===== config.mk =====
export PLATFORM = sky130hd
export DESIGN_NAME = ambient_light_lux_autogain
export DESIGN_NICKNAME = d
export VERILOG_FILES = /design/src/hw/rtl/alla_pkg.sv /design/src/hw/rtl/alla_div.sv /design/src/hw/rtl/alla_mul.sv /design/src/hw/rtl/ambient_light_lux_autogain.sv
export VERILOG_INCLUDE_DIRS = /design/src /design/src/hw/rtl
export SDC_FILE = /design/constraint.sdc
export NUM_CORES = 1
export LEC_CHECK = 0
export BUFFER_PORTS_ARGS = -buffer_cell sky130_fd_sc_hd__buf_2
export CAP_MARGIN = 20
export CORE_MARGIN = 2
export CORE_UTILIZATION = 40
export CTS_BUF_LIST = sky130_fd_sc_hd__clkbuf_8
export CTS_CLUSTER_DIAMETER = 80
export DETAILED_ROUTE_END_ITERATION = 8
export PLACE_DENSITY_LB_ADDON = 0.3
export SYNTH_ARGS = -nofsm -noshare
export SYNTH_HDL_FRONTEND = slang
export SYNTH_HIERARCHICAL = 1
export SYNTH_SLANG_ARGS = --single-unit

===== constraint.sdc =====
create_clock -name clock -period 6 [get_ports clock]
set_clock_uncertainty 0.1 [all_clocks]
set_input_delay 0.6 -clock clock [delete_from_list [all_inputs] [get_ports clock]]
set_output_delay 0.6 -clock clock [all_outputs]
set_load 0.02 [all_outputs]

===== src/hw/rtl/ambient_light_lux_autogain_macros.svh =====
// assertion macros used by the top-level rtl file
`ifndef AMBIENT_LIGHT_LUX_AUTOGAIN_MACROS_SVH
`define AMBIENT_LIGHT_LUX_AUTOGAIN_MACROS_SVH
`ifndef ASSERT_OFF
// same-cycle implication
`define ALLA_ASSERT_IMPL(label, clk, rst, pre, post, msg) \
   label: assert property (@(posedge clk) disable iff (rst) (pre) |-> (post)) \
      else $error(msg);
// next-cycle implication
`define ALLA_ASSERT_NEXT(label, clk, rst, pre, post, msg) \
   label: assert property (@(posedge clk) disable iff (rst) (pre) |=> (post)) \
      else $error(msg);
`else
`define ALLA_ASSERT_IMPL(label, clk, rst, pre, post, msg)
`define ALLA_ASSERT_NEXT(label, clk, rst, pre, post, msg)
`endif
`endif


===== src/hw/rtl/alla_pkg.sv =====
package alla_pkg;

   // field widths
   localparam int RAW_W   = 16;
   localparam int LUX_W   = 48;
   localparam int GAIN_W  = 2;
   localparam int ITIME_W = 3;
   localparam int SHIFT_W = 4;

   // configuration port
   localparam int CSR_IDX_W  = 1;
   localparam int CSR_DATA_W = 3;
   localparam logic [CSR_IDX_W-1:0] CSR_INTEGRATION_TIME = 1'b0;
   localparam logic [CSR_IDX_W-1:0] CSR_START_GAIN       = 1'b1;

   // gain steps
   localparam logic [GAIN_W-1:0] GAIN_EIGHTH  = 2'd0;
   localparam logic [GAIN_W-1:0] GAIN_QUARTER = 2'd1;
   localparam logic [GAIN_W-1:0] GAIN_ONE     = 2'd2;
   localparam logic [GAIN_W-1:0] GAIN_TWO     = 2'd3;

   // scaled count: raw * 21, divided by 625 after a shift of 13 + s
   localparam int SCALED_W  = 21;
   localparam int PRESHIFT  = 13;
   localparam int DIVISOR   = 625;
   localparam int DIV_REM_W = 10;
   localparam int CNT_W     = 6;

   // serial multiplier datapath
   localparam int X_W   = 34;
   localparam int A_W   = 30;
   localparam int HI_W  = A_W + 1;
   localparam int P16_W = HI_W + X_W - 16;

   // polynomial coefficients
   localparam logic signed [A_W-1:0]   K_C4 = 30'sd44371798;
   localparam logic signed [A_W-1:0]   K_C3 = -30'sd10574902;
   localparam logic signed [A_W-1:0]   K_C2 = 30'sd349988;
   localparam logic signed [P16_W-1:0] K_C1 = 49'sd4304845721;

   typedef enum logic [2:0] {
      ST_IDLE,
      ST_DIVIDE,
      ST_MUL_T1,
      ST_MUL_T2,
      ST_MUL_T3,
      ST_MUL_Y,
      ST_FINISH
   } state_type;

   // log2 of the gain factor relative to gain two
   function automatic logic [SHIFT_W-1:0] gain_shift(input logic [GAIN_W-1:0] g);
      logic [SHIFT_W-1:0] s;
      unique case (g)
         GAIN_EIGHTH:  s = 4'd4;
         GAIN_QUARTER: s = 4'd3;
         GAIN_ONE:     s = 4'd1;
         GAIN_TWO:     s = 4'd0;
         default:      s = 4'd0;
      endcase
      return s;
   endfunction

endpackage


===== src/hw/rtl/alla_div.sv =====
module alla_div (
   input  logic                                clock,
   input  logic                                reset,
   input  logic                                start,
   input  logic [alla_pkg::RAW_W-1:0]          raw,
   input  logic [alla_pkg::SHIFT_W-1:0]        shift,
   output logic                                done,
   output logic [alla_pkg::X_W-1:0]            quotient
);

   localparam int TRIAL_W = alla_pkg::DIV_REM_W + 1;

   logic                              busy_ff, busy_in;
   logic                              done_ff, done_in;
   logic [alla_pkg::CNT_W-1:0]        cnt_ff, cnt_in;
   logic [alla_pkg::SCALED_W-1:0]     num_ff, num_in;
   logic [alla_pkg::DIV_REM_W-1:0]    rem_ff, rem_in;
   logic [alla_pkg::X_W-1:0]          quo_ff, quo_in;
   logic [alla_pkg::SCALED_W-1:0]     scaled;
   logic [TRIAL_W-1:0]                trial;
   logic                              q_bit;

   // raw * 21 as shift-adds
   assign scaled = (alla_pkg::SCALED_W'(raw) << 4) + (alla_pkg::SCALED_W'(raw) << 2)
                 + alla_pkg::SCALED_W'(raw);

   // one quotient bit per cycle, trailing zeros of the shift fed in after the count
   assign trial = {rem_ff, num_ff[alla_pkg::SCALED_W-1]};
   assign q_bit = (trial >= TRIAL_W'(alla_pkg::DIVISOR));

   always_comb begin
      busy_in = busy_ff;
      done_in = 1'b0;
      cnt_in  = cnt_ff;
      num_in  = num_ff;
      rem_in  = rem_ff;
      quo_in  = quo_ff;
      if (start) begin
         busy_in = 1'b1;
         cnt_in  = alla_pkg::CNT_W'(alla_pkg::SCALED_W + alla_pkg::PRESHIFT)
                 + alla_pkg::CNT_W'(shift);
         num_in  = scaled;
         rem_in  = '0;
         quo_in  = '0;
      end else if (busy_ff) begin
         num_in = {num_ff[alla_pkg::SCALED_W-2:0], 1'b0};
         rem_in = q_bit ? alla_pkg::DIV_REM_W'(trial - TRIAL_W'(alla_pkg::DIVISOR))
                        : trial[alla_pkg::DIV_REM_W-1:0];
         quo_in = {quo_ff[alla_pkg::X_W-2:0], q_bit};
         cnt_in = cnt_ff - alla_pkg::CNT_W'(1);
         if (cnt_ff == alla_pkg::CNT_W'(1)) begin
            busy_in = 1'b0;
            done_in = 1'b1;
         end
      end
   end

   // control state
   always_ff @(posedge clock) begin
      if (reset) begin
         busy_ff <= 1'b0;
         done_ff <= 1'b0;
         cnt_ff  <= '0;
      end else begin
         busy_ff <= busy_in;
         done_ff <= done_in;
         cnt_ff  <= cnt_in;
      end
   end

   // datapath
   always_ff @(posedge clock) begin
      num_ff <= num_in;
      rem_ff <= rem_in;
      quo_ff <= quo_in;
   end

   assign done     = done_ff;
   assign quotient = quo_ff;

endmodule


===== src/hw/rtl/alla_mul.sv =====
module alla_mul (
   input  logic                              clock,
   input  logic                              reset,
   input  logic                              start,
   input  logic signed [alla_pkg::A_W-1:0]   a,
   input  logic [alla_pkg::X_W-1:0]          x,
   output logic                              done,
   output logic signed [alla_pkg::HI_W-1:0]  prod_hi,
   output logic [alla_pkg::X_W-1:0]          prod_lo
);

   logic                              busy_ff, busy_in;
   logic                              done_ff, done_in;
   logic [alla_pkg::CNT_W-1:0]        cnt_ff, cnt_in;
   logic signed [alla_pkg::A_W-1:0]   a_ff, a_in;
   logic signed [alla_pkg::HI_W-1:0]  hi_ff, hi_in;
   logic [alla_pkg::X_W-1:0]          lo_ff, lo_in;
   logic signed [alla_pkg::HI_W-1:0]  sum;

   // add the multiplicand when the current multiplier bit is set
   assign sum = lo_ff[0] ? (hi_ff + alla_pkg::HI_W'(a_ff)) : hi_ff;

   always_comb begin
      busy_in = busy_ff;
      done_in = 1'b0;
      cnt_in  = cnt_ff;
      a_in    = a_ff;
      hi_in   = hi_ff;
      lo_in   = lo_ff;
      if (start) begin
         busy_in = 1'b1;
         cnt_in  = alla_pkg::CNT_W'(alla_pkg::X_W);
         a_in    = a;
         hi_in   = '0;
         lo_in   = x;
      end else if (busy_ff) begin
         // arithmetic shift of the whole product one place right
         hi_in  = {sum[alla_pkg::HI_W-1], sum[alla_pkg::HI_W-1:1]};
         lo_in  = {sum[0], lo_ff[alla_pkg::X_W-1:1]};
         cnt_in = cnt_ff - alla_pkg::CNT_W'(1);
         if (cnt_ff == alla_pkg::CNT_W'(1)) begin
            busy_in = 1'b0;
            done_in = 1'b1;
         end
      end
   end

   // control state
   always_ff @(posedge clock) begin
      if (reset) begin
         busy_ff <= 1'b0;
         done_ff <= 1'b0;
         cnt_ff  <= '0;
      end else begin
         busy_ff <= busy_in;
         done_ff <= done_in;
         cnt_ff  <= cnt_in;
      end
   end

   // datapath
   always_ff @(posedge clock) begin
      a_ff  <= a_in;
      hi_ff <= hi_in;
      lo_ff <= lo_in;
   end

   assign done    = done_ff;
   assign prod_hi = hi_ff;
   assign prod_lo = lo_ff;

endmodule


===== src/hw/rtl/ambient_light_lux_autogain.sv =====
// flow: an accepted word goes through the divider, then the multiplier, then the output
// register to rsp_valid; s = shift of 0 to 9 (set by integration time and gain)
// a new word is taken only once the result is loaded; the work is the bit-serial divide by 625
// (34 + s steps) and four 34-step serial multiplies of the polynomial
// reset: synchronous; integration time 100 ms, gain 1/8, no result pending
`include "ambient_light_lux_autogain_macros.svh"

module ambient_light_lux_autogain (
   input  logic                                 clock,
   input  logic                                 reset,
   input  logic                                 req_valid,
   output logic                                 req_stall,
   input  logic [alla_pkg::RAW_W-1:0]           req_raw_count,
   output logic                                 rsp_valid,
   input  logic                                 rsp_stall,
   output logic [alla_pkg::LUX_W-1:0]           rsp_lux_value,
   output logic [alla_pkg::GAIN_W-1:0]          rsp_gain_used,
   output logic [alla_pkg::GAIN_W-1:0]          rsp_next_gain,
   output logic                                 rsp_out_of_range,
   output logic                                 rsp_gain_changed,
   input  logic                                 csr_wr_en,
   input  logic [alla_pkg::CSR_IDX_W-1:0]       csr_index,
   input  logic [alla_pkg::CSR_DATA_W-1:0]      csr_wr_data
);

   localparam logic [alla_pkg::RAW_W-1:0]   HIGH_LIMIT  = 16'd10000;
   localparam logic [alla_pkg::RAW_W-1:0]   LOW_LIMIT   = 16'd100;
   localparam logic [alla_pkg::ITIME_W-1:0] ITIME_MAX   = 3'd5;
   localparam logic [alla_pkg::ITIME_W-1:0] ITIME_RESET = 3'd2;
   localparam logic [alla_pkg::ITIME_W-1:0] T_FALLBACK  = 3'd3;

   alla_pkg::state_type                 state_ff, state_in;
   logic [alla_pkg::ITIME_W-1:0]        itime_ff;
   logic [alla_pkg::GAIN_W-1:0]         gain_ff;
   logic [alla_pkg::X_W-1:0]            x_ff;
   logic [alla_pkg::GAIN_W-1:0]         used_ff, next_ff;
   logic                                oor_ff;
   logic                                rsp_valid_ff;
   logic [alla_pkg::LUX_W-1:0]          lux_ff;
   logic [alla_pkg::GAIN_W-1:0]         rsp_used_ff, rsp_next_ff;
   logic                                rsp_oor_ff, rsp_changed_ff;

   logic                                accept;
   logic                                out_free;
   logic                                load_rsp;
   logic                                above, below;
   logic [alla_pkg::GAIN_W-1:0]         gain_next;
   logic [alla_pkg::ITIME_W-1:0]        t_shift;
   logic [alla_pkg::SHIFT_W-1:0]        shift;

   logic                                div_done;
   logic [alla_pkg::X_W-1:0]            div_quotient;
   logic                                mul_start, mul_done;
   logic signed [alla_pkg::A_W-1:0]     mul_a;
   logic [alla_pkg::X_W-1:0]            mul_x;
   logic signed [alla_pkg::HI_W-1:0]    mul_hi;
   logic [alla_pkg::X_W-1:0]            mul_lo;

   logic signed [alla_pkg::HI_W+1:0]    p32;
   logic signed [alla_pkg::HI_W+1:0]    t1_wide;
   logic signed [alla_pkg::HI_W-1:0]    t2_wide;
   logic signed [alla_pkg::P16_W-1:0]   p16;
   logic signed [alla_pkg::P16_W-1:0]   t3_wide;
   logic signed [alla_pkg::A_W-1:0]     t1, t2, t3_scaled;
   logic [alla_pkg::LUX_W-1:0]          lux;

   // handshake
   assign accept    = req_valid && (state_ff == alla_pkg::ST_IDLE);
   assign req_stall = (state_ff != alla_pkg::ST_IDLE);
   assign out_free  = !rsp_valid_ff || !rsp_stall;

   // gain decision for the following sample
   assign above = (req_raw_count > HIGH_LIMIT);
   assign below = (req_raw_count < LOW_LIMIT);

   always_comb begin
      gain_next = gain_ff;
      priority if (above) begin
         if (gain_ff != alla_pkg::GAIN_EIGHTH) gain_next = gain_ff - alla_pkg::GAIN_W'(1);
      end else if (below) begin
         if (gain_ff != alla_pkg::GAIN_TWO) gain_next = gain_ff + alla_pkg::GAIN_W'(1);
      end else begin
         gain_next = gain_ff;
      end
   end

   // combined shift from integration time and gain, undefined codes run as 100 ms
   assign t_shift = (itime_ff <= ITIME_MAX) ? (ITIME_MAX - itime_ff) : T_FALLBACK;
   assign shift   = alla_pkg::SHIFT_W'(t_shift) + alla_pkg::gain_shift(gain_ff);

   // configuration and gain state
   always_ff @(posedge clock) begin
      if (reset) begin
         itime_ff <= ITIME_RESET;
         gain_ff  <= alla_pkg::GAIN_EIGHTH;
      end else begin
         priority if (csr_wr_en) begin
            unique case (csr_index)
               alla_pkg::CSR_INTEGRATION_TIME: itime_ff <= csr_wr_data;
               alla_pkg::CSR_START_GAIN:       gain_ff  <= csr_wr_data[alla_pkg::GAIN_W-1:0];
               default: ;
            endcase
         end else if (accept) begin
            gain_ff <= gain_next;
         end else begin
            gain_ff <= gain_ff;
         end
      end
   end

   // per-word side fields
   always_ff @(posedge clock) begin
      if (accept) begin
         used_ff <= gain_ff;
         next_ff <= gain_next;
         oor_ff  <= above || below;
      end
      if (div_done) begin
         x_ff <= div_quotient;
      end
   end

   // serial units
   alla_div u_div (
      .clock    (clock),
      .reset    (reset),
      .start    (accept),
      .raw      (req_raw_count),
      .shift    (shift),
      .done     (div_done),
      .quotient (div_quotient)
   );

   alla_mul u_mul (
      .clock   (clock),
      .reset   (reset),
      .start   (mul_start),
      .a       (mul_a),
      .x       (mul_x),
      .done    (mul_done),
      .prod_hi (mul_hi),
      .prod_lo (mul_lo)
   );

   // horner terms from the finished product
   assign p32       = {mul_hi, mul_lo[alla_pkg::X_W-1:alla_pkg::X_W-2]};
   assign t1_wide   = p32 + (alla_pkg::HI_W+2)'(alla_pkg::K_C3);
   assign t1        = t1_wide[alla_pkg::A_W-1:0];
   assign t2_wide   = mul_hi + alla_pkg::HI_W'(alla_pkg::K_C2);
   assign t2        = t2_wide[alla_pkg::A_W-1:0];
   assign p16       = {mul_hi, mul_lo[alla_pkg::X_W-1:16]};
   assign t3_wide   = p16 + alla_pkg::K_C1;
   assign t3_scaled = t3_wide[alla_pkg::A_W+15:16];
   assign lux       = p16[alla_pkg::P16_W-1] ? '0 : p16[alla_pkg::LUX_W-1:0];

   assign mul_x = (state_ff == alla_pkg::ST_DIVIDE) ? div_quotient : x_ff;

   // next state
   always_comb begin
      state_in = state_ff;
      unique case (state_ff)
         alla_pkg::ST_IDLE:   if (accept)   state_in = alla_pkg::ST_DIVIDE;
         alla_pkg::ST_DIVIDE: if (div_done) state_in = alla_pkg::ST_MUL_T1;
         alla_pkg::ST_MUL_T1: if (mul_done) state_in = alla_pkg::ST_MUL_T2;
         alla_pkg::ST_MUL_T2: if (mul_done) state_in = alla_pkg::ST_MUL_T3;
         alla_pkg::ST_MUL_T3: if (mul_done) state_in = alla_pkg::ST_MUL_Y;
         alla_pkg::ST_MUL_Y:  if (mul_done) state_in = alla_pkg::ST_FINISH;
         alla_pkg::ST_FINISH: if (out_free) state_in = alla_pkg::ST_IDLE;
         default:                           state_in = alla_pkg::ST_IDLE;
      endcase
   end

   // sequencer outputs
   always_comb begin
      mul_start = 1'b0;
      mul_a     = alla_pkg::K_C4;
      load_rsp  = 1'b0;
      unique case (state_ff)
         alla_pkg::ST_IDLE: ;
         alla_pkg::ST_DIVIDE: begin
            mul_start = div_done;
            mul_a     = alla_pkg::K_C4;
         end
         alla_pkg::ST_MUL_T1: begin
            mul_start = mul_done;
            mul_a     = t1;
         end
         alla_pkg::ST_MUL_T2: begin
            mul_start = mul_done;
            mul_a     = t2;
         end
         alla_pkg::ST_MUL_T3: begin
            mul_start = mul_done;
            mul_a     = t3_scaled;
         end
         alla_pkg::ST_MUL_Y: ;
         alla_pkg::ST_FINISH: load_rsp = out_free;
         default: ;
      endcase
   end

   always_ff @(posedge clock) begin
      if (reset) begin
         state_ff <= alla_pkg::ST_IDLE;
      end else begin
         state_ff <= state_in;
      end
   end

   // output register
   always_ff @(posedge clock) begin
      if (reset) begin
         rsp_valid_ff <= 1'b0;
      end else if (load_rsp) begin
         rsp_valid_ff <= 1'b1;
      end else if (!rsp_stall) begin
         rsp_valid_ff <= 1'b0;
      end
   end

   always_ff @(posedge clock) begin
      if (load_rsp) begin
         lux_ff         <= lux;
         rsp_used_ff    <= used_ff;
         rsp_next_ff    <= next_ff;
         rsp_oor_ff     <= oor_ff;
         rsp_changed_ff <= (next_ff != used_ff);
      end
   end

   assign rsp_valid        = rsp_valid_ff;
   assign rsp_lux_value    = lux_ff;
   assign rsp_gain_used    = rsp_used_ff;
   assign rsp_next_gain    = rsp_next_ff;
   assign rsp_out_of_range = rsp_oor_ff;
   assign rsp_gain_changed = rsp_changed_ff;

   // checks
   `ALLA_ASSERT_IMPL(a_changed_match, clock, reset, rsp_valid, rsp_gain_changed == (rsp_next_gain != rsp_gain_used), "gain_changed disagrees with gain fields")
   `ALLA_ASSERT_IMPL(a_in_range_keeps, clock, reset, rsp_valid && !rsp_out_of_range, !rsp_gain_changed, "gain moved on an in-range count")
   `ALLA_ASSERT_IMPL(a_div_done_state, clock, reset, div_done, state_ff == alla_pkg::ST_DIVIDE, "divider finished outside divide state")
   `ALLA_ASSERT_IMPL(a_mul_done_state, clock, reset, mul_done, (state_ff == alla_pkg::ST_MUL_T1) || (state_ff == alla_pkg::ST_MUL_T2) || (state_ff == alla_pkg::ST_MUL_T3) || (state_ff == alla_pkg::ST_MUL_Y), "multiplier finished outside multiply states")
   `ALLA_ASSERT_NEXT(a_mul_no_early, clock, reset, mul_start, !mul_done, "multiplier finished right after start")

endmodule


==> results.md, run 1 <==
- Status: finished clean
- CTS buffer count: 49
- Largest net degree at the start of global routing: 71
- Library cells used by synthesis: 100
- GPL Wtd Cong: 0.8936
- Top_reg_cell synth: edfxtp_1
- Wirelength per Cell: 18.48 um
- DP Area: 17,650 um^2
- Slowest cell on crit path: nor2b_1
- Die Y: 209.6 um
- Vias in the first global route: 12,740
- Hold_buf cts: 0
- RR Startpoint: state_ff[1]$_SDFFE_PP0P_
- Gr ovfl total: 0
- Final wirelength: 42,530 um
- # IOs: 81
- Slew Viols, Final: 0
- Layout Cells excl Fill: 2,301
- Power per cell area: 323.4 nW/um^2
- First-pass GRT wire length: 68,260 um
- Required time of the critical path: 6240 ps
- Worst setup SP type: flip-flop
- Post-synth top cells: edfxtp_1 (178), nor2_1 (154), a21oi_1 (117)
- Syn nets: 1,790
- Core area: 41,850 um^2
- Setup TNS: 0 ps
- CP dominant cell by count: buf_4
- EDFF count, synth: 178
- Pre-antenna DRT Iters: 5
- # Post-CTS Setup Buffers: 0
- Final Util: 0.4481
- Fillers: 3,977
- Hold Crit Class: in -> reg
- Initial antenna violation count: 1
- Post-CTS Resized: 0
- R2R setup slack: 2310 ps
- DR vias/cell: 5.693
- Max Used Layer: met5
- Fraction of layout cells with a size suffix above 1: 0.1703
- Met3 wire len: 2132 um
- Crit-path cells: nor2b_1 > nand2_1 > o21ai_4 > buf_4 > buf_4 > mux2_2
- Yosys top cell by area: edfxtp_1
- Most common cell in the netlist: edfxtp_1
- Crit-path max cell delay: 720 ps
- Mapped Cells: 1,680
- Drc violations: 0
- CTS tree: done
- Hold path start: csr_wr_data[1]
- Root buffer cell: clkbuf_8
- Fin crit period: 3691 ps
- DR iter-0 viols: 883
- Worst VDD drop: 0.1465 mV
- Worst Hold End: itime_ff[1]$_SDFFE_PP1P_
- Max-Cap Viols: 0
- Synth async-reset ratio: 0
- Slew HR: 0.2711
- Number of synthesized register bits: 277
- Mapped Area: 16,910 um^2
- CTS Buffer Depth: 3
- Syn Area/Cell: 10.06 um^2
- Worst R2R Path Depth: 6
- Final ANT Viol Nets: 0
- Hold Violations, Final: 0
- Worst setup path category: reg -> reg
- Final Setup Violations: 0
- Top post-synthesis cells by area: edfxtp_1 (32%), dfxtp_1 (12%), mux2_2 (5.5%)
- Yosys top cell area share: 0.3161
- Worst hold path depth: 2
- P_leak: 0.006945 uW
- Rows: 75
- Synth warn: 6
- Die W: 209.6 um
- IO buf count: 80
- Sequential area share after synthesis: 0.4333
- GRT Total Usage: 0.1907
- Final Cell Area: 18,760 um^2
- Area of the multi-input gates: 8991 um^2
- Placed cells: 2,209
- Die area: 43,930 um^2
- WL met2: 20,110 um
- P&R area growth vs syn: 10.92%
- Total power: 6066 uW
- Htree depth: 2
- R2R Path End: u_mul/prod_lo[22]$_DFFE_PP_
- Nets: 1,831
- RSZ-0062 raised after global routing: false
- Initial Util: 0.4040
- Max Clock Freq: 270.9 MHz
- Worst Path Max Fanout: 61
- M1 WL: 18,980 um
- Final period util: 0.6152
- Ant diodes: 0
- CP Data Arrival Time: 3930 ps
- Register area: 7330 um^2
- Worst-Margin Slew: 1091 ps
- Clock Sink Count: 277
- Vias: 13,100
- Crit. End Element: flip-flop
- Worst-path clk slew: 60 ps
- Clock latency on the worst-skew pair: 610 ps
- HPWL Detailed: 29,070 um
-- cells in the final DEF (no fill, tap or decap), drive strengths merged, types with 8 or more instances in the layout --
master and instances:
or3 13, nand2 107, inv 49, ha 70, buf 97, edfxtp 178, o21ai 90, nor4 18
o21a 13, nor2b 54, and2 14, nand3 25, a21oi 118, clkinv 13, a31oi 14, dfxtp 99
nand2b 11, xor2 31, o211ai 15, a211oi 36, clkbuf 58, nor2 154, nor3b 8, nor3 35
a21o 19, nand4 19, xnor2 61, o31ai 8, mux2 82, mux2i 56, o22ai 28, and3 27
fa 15, a221oi 9
-- state kept, by name, summed over array words and instances, names as in the netlist, 2 cells and up --
name,count
gain_ff,2
used_ff,2
next_ff,2
rsp_gain_used,2
x_ff,34
u_div/rem_ff,10
u_mul/prod_hi,30
u_div/cnt_ff,6
u_div/num_ff,21
rsp_next_gain,2
state_ff,3
u_div/quotient,34
u_mul/prod_lo,34
itime_ff,3
rsp_lux_value,48
u_mul/cnt_ff,6
u_mul/a_ff,30
-- per-stage QoR --
step	worst slack, ps	hold WS [ps]
floorplan	499.8	300.3
global placement	2410	305.9
detailed placement	2346	305.7
CTS	2307	121.9
global route	2044	148.2
finish	2309	167.7
-- how the worst max path moves through the flow --
| stage | cells after the start | slack [ps] | endpoint | startpoint |
|---|---|---|---|---|
| floorplan | 7 | 500 | u_mul/prod_lo[0]$_DFFE_PP_ | u_div/done$_SDFF_PP0_ |
| global placement | 6 | 2410 | u_mul/prod_lo[18]$_DFFE_PP_ | state_ff[1]$_SDFFE_PP0P_ |
| detailed placement | 6 | 2350 | u_mul/prod_lo[0]$_DFFE_PP_ | state_ff[1]$_SDFFE_PP0P_ |
| CTS | 6 | 2310 | u_mul/prod_lo[0]$_DFFE_PP_ | state_ff[1]$_SDFFE_PP0P_ |
| global route | 6 | 2040 | u_mul/prod_lo[12]$_DFFE_PP_ | state_ff[1]$_SDFFE_PP0P_ |
| finish | 6 | 2310 | u_mul/prod_lo[22]$_DFFE_PP_ | state_ff[1]$_SDFFE_PP0P_ |
-- cells by family (layout without fill, tap and decap cells) --
family                   after synthesis  in the layout  share of synthesized area
flip-flops                           277            277                     0.4333
AND/OR/NAND/NOR                      512            512                     0.1522
adder cells (fa/ha/maj)               85             85                    0.06956
buffers and inverters                142            224                    0.03700
XOR/XNOR                              92             92                    0.04765
AO/OA/AOI/OAI                        434            434                     0.1725
multiplexers                         138            138                    0.08776
-- worst max-delay path: cells and delay by family (launching register included) --
kind | cells | cell delay (ps)
buffers and inverters | 2 | 1130
and+or+nand+nor | 2 | 940
muxes | 1 | 410
DFF | 1 | 630
AOI/OAI and AO/OA | 1 | 110
-- cell type report --
| type | instances | share of cell area |
|---|---|---|
| Sequential cell | 277 | 0.3908 |
| Inverter | 35 | 0.007005 |
| Clock buffer | 58 | 0.04256 |
| Tap cell | 539 | 0.03596 |
| Timing Repair Buffer | 97 | 0.02815 |
| Clock inverter | 34 | 0.01614 |
| Multi-Input combinational cell | 1261 | 0.4794 |
-- layer usage --
metal | vias to the layer above | track usage
met5 | - | 0
met4 | 2 | 0.06945
met3 | 95 | 0.02993
met2 | 356 | 0.3138
met1 | 6307 | 0.2547
li1 | 6339 | -
-- where the power goes --
part / internal [uW] / total [uW] / switching [uW]
Combinational: 689 / 1660 / 967
Clock: 1110 / 1930 / 820
Sequential: 2180 / 2480 / 302
Total: 3980 / 6070 / 2090
Power figures use the tool's default switching activity.
==> run 2: changes to the inputs <==
==> constraint.sdc (replaced) <==
create_clock -name clock -period 3.4 [get_ports clock]
set_clock_uncertainty 0.1 [all_clocks]
set_input_delay 0.34 -clock clock [delete_from_list [all_inputs] [get_ports clock]]
set_output_delay 0.34 -clock clock [all_outputs]
set_load 0.02 [all_outputs]
==> run 2 against run 1 <==
Net effect:
- hold slack worse by 120 ps
- final cell count up 1.7%
- power up 72%
- via count up 1.5%
- critical path type is now in -> reg
- largest cell class unchanged
- highest routed layer is now met4
==> results.md, run 2 (synthesized netlist as in run 1, its figures left out) <==
- Worst hold path depth: 4
- Post-CTS Resized: 0
- Clock Sink Count: 277
- Gr ovfl total: 0
- Drc violations: 0
- Fin crit period: 3054 ps
- Rows: 75
- Final Setup Violations: 0
- CTS buffer count: 48
- CP top delay family: compound AO/OA/AOI/OAI gates
- Worst-path clk slew: 60 ps
- Max Clock Freq: 327.4 MHz
- Root buffer cell: clkbuf_8
- Clock latency on the worst-skew pair: 610 ps
- Most common cell after layout, fill and taps aside: edfxtp_1
- CTS Buffer Depth: 3
- Nets: 1,874
- HPWL Detailed: 29,500 um
- Hold Crit Class: in -> reg
- Placed cells: 2,246
- Worst Path Max Fanout: 4
- GRT Total Usage: 0.1928
- Largest net degree at the start of global routing: 64
- Max-Cap Viols: 0
- Initial Util: 0.4040
- Setup TNS: 0 ps
- # Post-CTS Setup Buffers: 0
- Crit-path max cell delay: 540 ps
- Crit. End Element: flip-flop
- Slew Viols, Final: 0
- RSZ-0062 raised after global routing: false
- GPL Wtd Cong: 0.8948
- Layout Cells excl Fill: 2,340
- Most frequent cells in the layout: edfxtp_1 (178), nor2_1 (153), a21oi_1 (116)
- Final setup margin: 345.7 ps
- Worst setup path category: in -> reg
- Vias in the first global route: 13,090
- Ant diodes: 0
- P_leak: 0.007089 uW
- Htree depth: 2
- Wirelength per Cell: 18.38 um
- Core area: 41,850 um^2
- Initial antenna violation count: 0
- Die Y: 209.6 um
- Final wirelength: 43,020 um
- Crit path depth: 9
- Power per cell area: 548.4 nW/um^2
- P&R area growth vs syn: 12.25%
- Worst setup SP type: input port
- Final period util: 0.8983
- IO buf count: 80
- Dpl ws: 279.3 ps
- DR vias/cell: 5.683
- CTS tree: done
- Worst-Margin Slew: 854.6 ps
- Slowest cell on crit path: fa_1
- DR iter-0 viols: 803
- Final hold slack: 44.94 ps
- Worst R2R Path Depth: 8
- CP Data Arrival Time: 3300 ps
- Die area: 43,930 um^2
- Die W: 209.6 um
- Worst VDD drop: 0.2678 mV
- Slew HR: 0.4302
- # IOs: 81
- Final ANT Viol Nets: 0
- Vias: 13,300
- Fraction of layout cells with a size suffix above 1: 0.1849
- First-pass GRT wire length: 68,900 um
- Pre-antenna DRT Iters: 4
- Status: finished clean
- Crit-path cells: dlygate4sd3_1 > buf_2 > fa_1 > fa_1 > a211oi_1 > o211ai_1 > nand4_1 > a211oi_1 > a311o_1
- Required time of the critical path: 3650 ps
- Max FFs per register: 48
- Hold Violations, Final: 0
- Buf/Inv on CP: 2
## run 2: area by class of cell
| type | instances | area [um^2] |
|---|---|---|
| Sequential cell | 277 | 7331 |
| Multi-Input combinational cell | 1261 | 8991 |
| Clock inverter | 31 | 181.4 |
| Inverter | 35 | 131.4 |
| Fill cell | 3967 | 22870 |
| Tap cell | 539 | 674.4 |
| Clock buffer | 56 | 770.7 |
| Timing Repair Buffer | 141 | 900.9 |
## run 2: through the flow
stage | instance area [um^2] | util | total power (uW)
finish | 18980 | 0.4535 | 10410
global route | 18980 | 0.4535 | 11030
CTS | 18980 | 0.4535 | 10480
detailed placement | 17960 | 0.4291 | 7406
global placement | 17960 | 0.4291 | 7370
floorplan | 16930 | - | 6615
## run 2: tightest hold or removal path: cells and delay by family
kind | cells | cell delay (ps)
muxes | 1 | 130
and+or+nand+nor | 2 | 150
buffers and inverters | 1 | 90
## run 2: path summary, 6_finish.rpt
kind,from,end,slack (ps)
max,req_raw_count[0],u_div/num_ff[19]$_DFFE_PP_,350
min,csr_index,itime_ff[2]$_SDFFE_PP0P_,40
max reg2reg,u_mul/prod_hi[5]$_SDFFE_PP0P_,u_mul/a_ff[23]$_DFFE_PP_,360
min reg2reg,oor_ff$_DFFE_PP_,rsp_out_of_range$_DFFE_PP_,330
## run 2: metal layers
metal  routed length [um]  vias to the layer above  global-route usage
met5                    0                        -                   0
met4                 1154                        0             0.06505
met3                 2055                       94             0.02723
met2                20780                      333              0.3304
met1                19030                     6443              0.2506
li1                     -                     6429                   -
## run 2: timing repair
item | CTS | global route
endpoints found under the hold margin | 8 | 0
setup endpoints to repair | 0 | 0
hold buffers | 7 | 0
## run 2: power breakdown
part | total (uW) | switching [uW] | leakage [uW] | internal, uW
Sequential | 4260 | 417 | 0.00250 | 3850
Clock | 3010 | 1410 | 0.000536 | 1590
Combinational | 3140 | 1830 | 0.00405 | 1310
==> run 3: changes to the inputs <==
--- a/config.mk
+++ b/config.mk
@@ -16,5 +16,4 @@
 export PLACE_DENSITY_LB_ADDON = 0.3
 export SYNTH_ARGS = -nofsm -noshare
 export SYNTH_HDL_FRONTEND = slang
-export SYNTH_HIERARCHICAL = 1
 export SYNTH_SLANG_ARGS = --single-unit
==> run 3 against run 2 <==
Net effect:
- via count fell by 6.1%
- clock-buffer cell count is 4 higher
- sequential power rose by 3%
- critical endpoint is now u_div.num_ff[13]$_DFFE_PP_
- highest routed layer unchanged
==> results.md, run 3 <==
- Worst VDD drop: 0.2798 mV
- EDFF count, synth: 178
- Hold Violations, Final: 0
- Die area: 41,870 um^2
- Core area: 39,730 um^2
- GRT Total Usage: 0.1860
- Most common cell in the netlist: edfxtp_1
- Setup TNS: 0 ps
- Hold Crit Class: in -> reg
- Mapped Area: 16,100 um^2
- Syn Area/Cell: 9.810 um^2
- Dpl ws: 59.69 ps
- Post-synth top cells: edfxtp_1 (178), nand2_1 (154), nor2_1 (137)
- P_leak: 0.007072 uW
- Library cells used by synthesis: 80
- Critical path origin: req_raw_count[1]
- Worst-path clk slew: 60 ps
- CP Data Arrival Time: 3480 ps
- Final Setup Violations: 0
- Final wirelength: 38,660 um
- Vias in the first global route: 12,140
- Largest net degree at the start of global routing: 55
- Register area: 7331 um^2
- IO buf count: 80
- Wirelength per Cell: 16.93 um
- Number of synthesized register bits: 277
- Crit-path cells: dlygate4sd3_1 > buf_2 > fa_1 > ha_1 > nor2b_1 > o21ai_0 > a21boi_1 > buf_4 > o211a_1 > o21a_1 > o21a_1 > o21a_1 > o31ai_1
- Ant diodes: 0
- Power per cell area: 685.3 nW/um^2
- Die Y: 204.6 um
- R2R Path End: u_mul.prod_hi[29]$_SDFFE_PP0P_
- Max Clock Freq: 318.3 MHz
- Clock latency on the worst-skew pair: 640 ps
- Sequential area share after synthesis: 0.4552
- Yosys top cell by area: edfxtp_1
- Crit path depth: 13
- Fraction of layout cells with a size suffix above 1: 0.1370
- Hold path start: csr_index
- Nets: 1,832
- Top post-synthesis cells by area: edfxtp_1 (33%), dfxtp_1 (12%), mux2i_1 (5.6%)
- Pre-antenna DRT Iters: 5
- P&R area growth vs syn: 14.39%
- Die W: 204.6 um
- Slew Viols, Final: 0
- Required time of the critical path: 3740 ps
- Fin crit period: 3142 ps
- Fillers: 3,745
- GPL Wtd Cong: 0.8889
- RSZ-0062 raised after global routing: false
- Worst R2R Path Depth: 12
- # Post-CTS Setup Buffers: 0
- Area of the multi-input gates: 8248 um^2
- First-pass GRT wire length: 63,070 um
- Synth warn: 0
- Mapped Cells: 1,641
- Status: finished clean
- Most frequent cells in the layout: edfxtp_1 (178), nand2_1 (154), nor2_1 (137)
- Max-Cap Viols: 0
- Final setup margin: 258.1 ps
- Final period util: 0.9241
- Yosys top cell area share: 0.3320
- Final ANT Viol Nets: 0
- Worst-Margin Slew: 899.0 ps
- CP endpoint: u_div.num_ff[13]$_DFFE_PP_
- CTS Buffer Depth: 3
- Worst setup path category: in -> reg
- Max FFs per register: 48
- Initial Util: 0.4052
- Gr ovfl total: 0
- Most common cell after layout, fill and taps aside: edfxtp_1
- Worst Path Max Fanout: 4
- Vias: 12,480
- Top_reg_cell synth: edfxtp_1
- CTS tree: done
- Drc violations: 0
- Worst setup SP type: input port
- Crit. End Element: flip-flop
- Buf/Inv on CP: 3
- DR vias/cell: 5.465
- HPWL Detailed: 26,430 um
- Clock Sink Count: 277
- Slew HR: 0.4007
- CP dominant cell by count: o21a_1
- Synth async-reset ratio: 0
- Syn nets: 1,752
- Slowest cell on crit path: dlygate4sd3_1
- DR iter-0 viols: 792
- RR Startpoint: u_mul.a_ff[0]$_DFFE_PP_
- Rows: 73
- Worst hold path depth: 4
- Crit-path max cell delay: 540 ps
- Htree depth: 2
- CP top delay family: compound AO/OA/AOI/OAI gates
- CTS buffer count: 48
- Initial antenna violation count: 0
- Root buffer cell: clkbuf_8
- # IOs: 81
- R2R setup slack: 280 ps
==> run 3: changes by cell type in the layout (fill, tap and decap cells not counted), moves of 7 or more <==
cell / before / now
xor2_1: 31 / 45
o22ai_1: 28 / 13
and3_1: 25 / 18
mux2_2: 82 / 6
xnor2_1: 61 / 50
mux2i_1: 56 / 90
a211oi_1: 35 / 28
o21ai_0: 85 / 134
a21oi_1: 116 / 96
nand2_1: 106 / 154
nor4_1: 17 / 4
nor2_1: 153 / 137
o21bai_1: 4 / 12
==> run 3: how the worst min path moves through the flow <==
stage | to | slack, ps
final | itime_ff[1]$_SDFFE_PP1P_ | 40
after global routing | u_div.num_ff[0]$_SDFFCE_PN0P_ | 60
after CTS | itime_ff[1]$_SDFFE_PP1P_ | 4
after detailed placement | rsp_out_of_range$_DFFE_PP_ | 320
after global placement | rsp_out_of_range$_DFFE_PP_ | 300
after floorplan | rsp_out_of_range$_DFFE_PP_ | 300
==> run 3: layout make-up <==
cell class	instances	share of cell area
multi-input combinational	1219	0.4479
sequential	277	0.3981
timing repair buffer	138	0.04824
clock buffer	60	0.04484
tap	525	0.03567
clock inverter	28	0.01773
inverter	37	0.007542
==> run 3: metrics by stage <==
| step | utilization | hold slack (ps) | power [uW] | cells | cell area [um^2] |
|---|---|---|---|---|---|
| 3_5_place_dp | 0.4328 | 319.5 | 9010 | 2190 | 17200 |
| 4_1_cts | 0.4633 | 4.020 | 12710 | 2284 | 18410 |
| 3_3_place_gp | 0.4328 | 304.6 | 8951 | 2190 | 17200 |
| 2_1_floorplan | - | 300.3 | 7804 | 1641 | 16100 |
| 5_1_grt | 0.4635 | 57.24 | 13480 | 2284 | 18420 |
| 6_report | 0.4635 | 42.64 | 12620 | 2284 | 18420 |
==> run 3: layer usage <==
metal	global-route usage	part of all wire	vias up
li1	-	-	6180
met1	0.2529	0.46	5915
met2	0.2967	0.45	322
met3	0.03007	0.060	65
met4	0.07195	0.026	0
met5	0	0	-
==> run 3: where the power goes <==
group	internal, uW	leakage (uW)	total (uW)	switching [uW]
Combinational	1920	0.00398	4620	2710
Sequential	3980	0.00246	4380	394
Clock	2150	0.000626	3620	1470
Total	8050	0.00707	12600	4570
==> run 3: worst min-delay path, stage by stage <==
cell and delay (ps):
buf_2 90, nor2b_1 90, nor2_1 100, a211o_1 100
==> run 3: logic make-up (layout without fill, tap and decap cells) <==
kind of cell,Yosys count,count (layout),synth area share
buf+inv,145,263,0.03498
other cells,1,1,0.0002329
flops,277,277,0.4552
fa+ha+maj,86,86,0.07384
xor+xnor,95,95,0.05169
simple gates,496,496,0.1457
compound gates,445,445,0.1783
mux,96,96,0.06016
==> run 3: timing repair <==
action | in CTS | in global routing
setup endpoints to repair | 0 | 2
hold endpoints to repair | 6 | 0
resized for setup | 0 | 2
hold buffers | 6 | 0
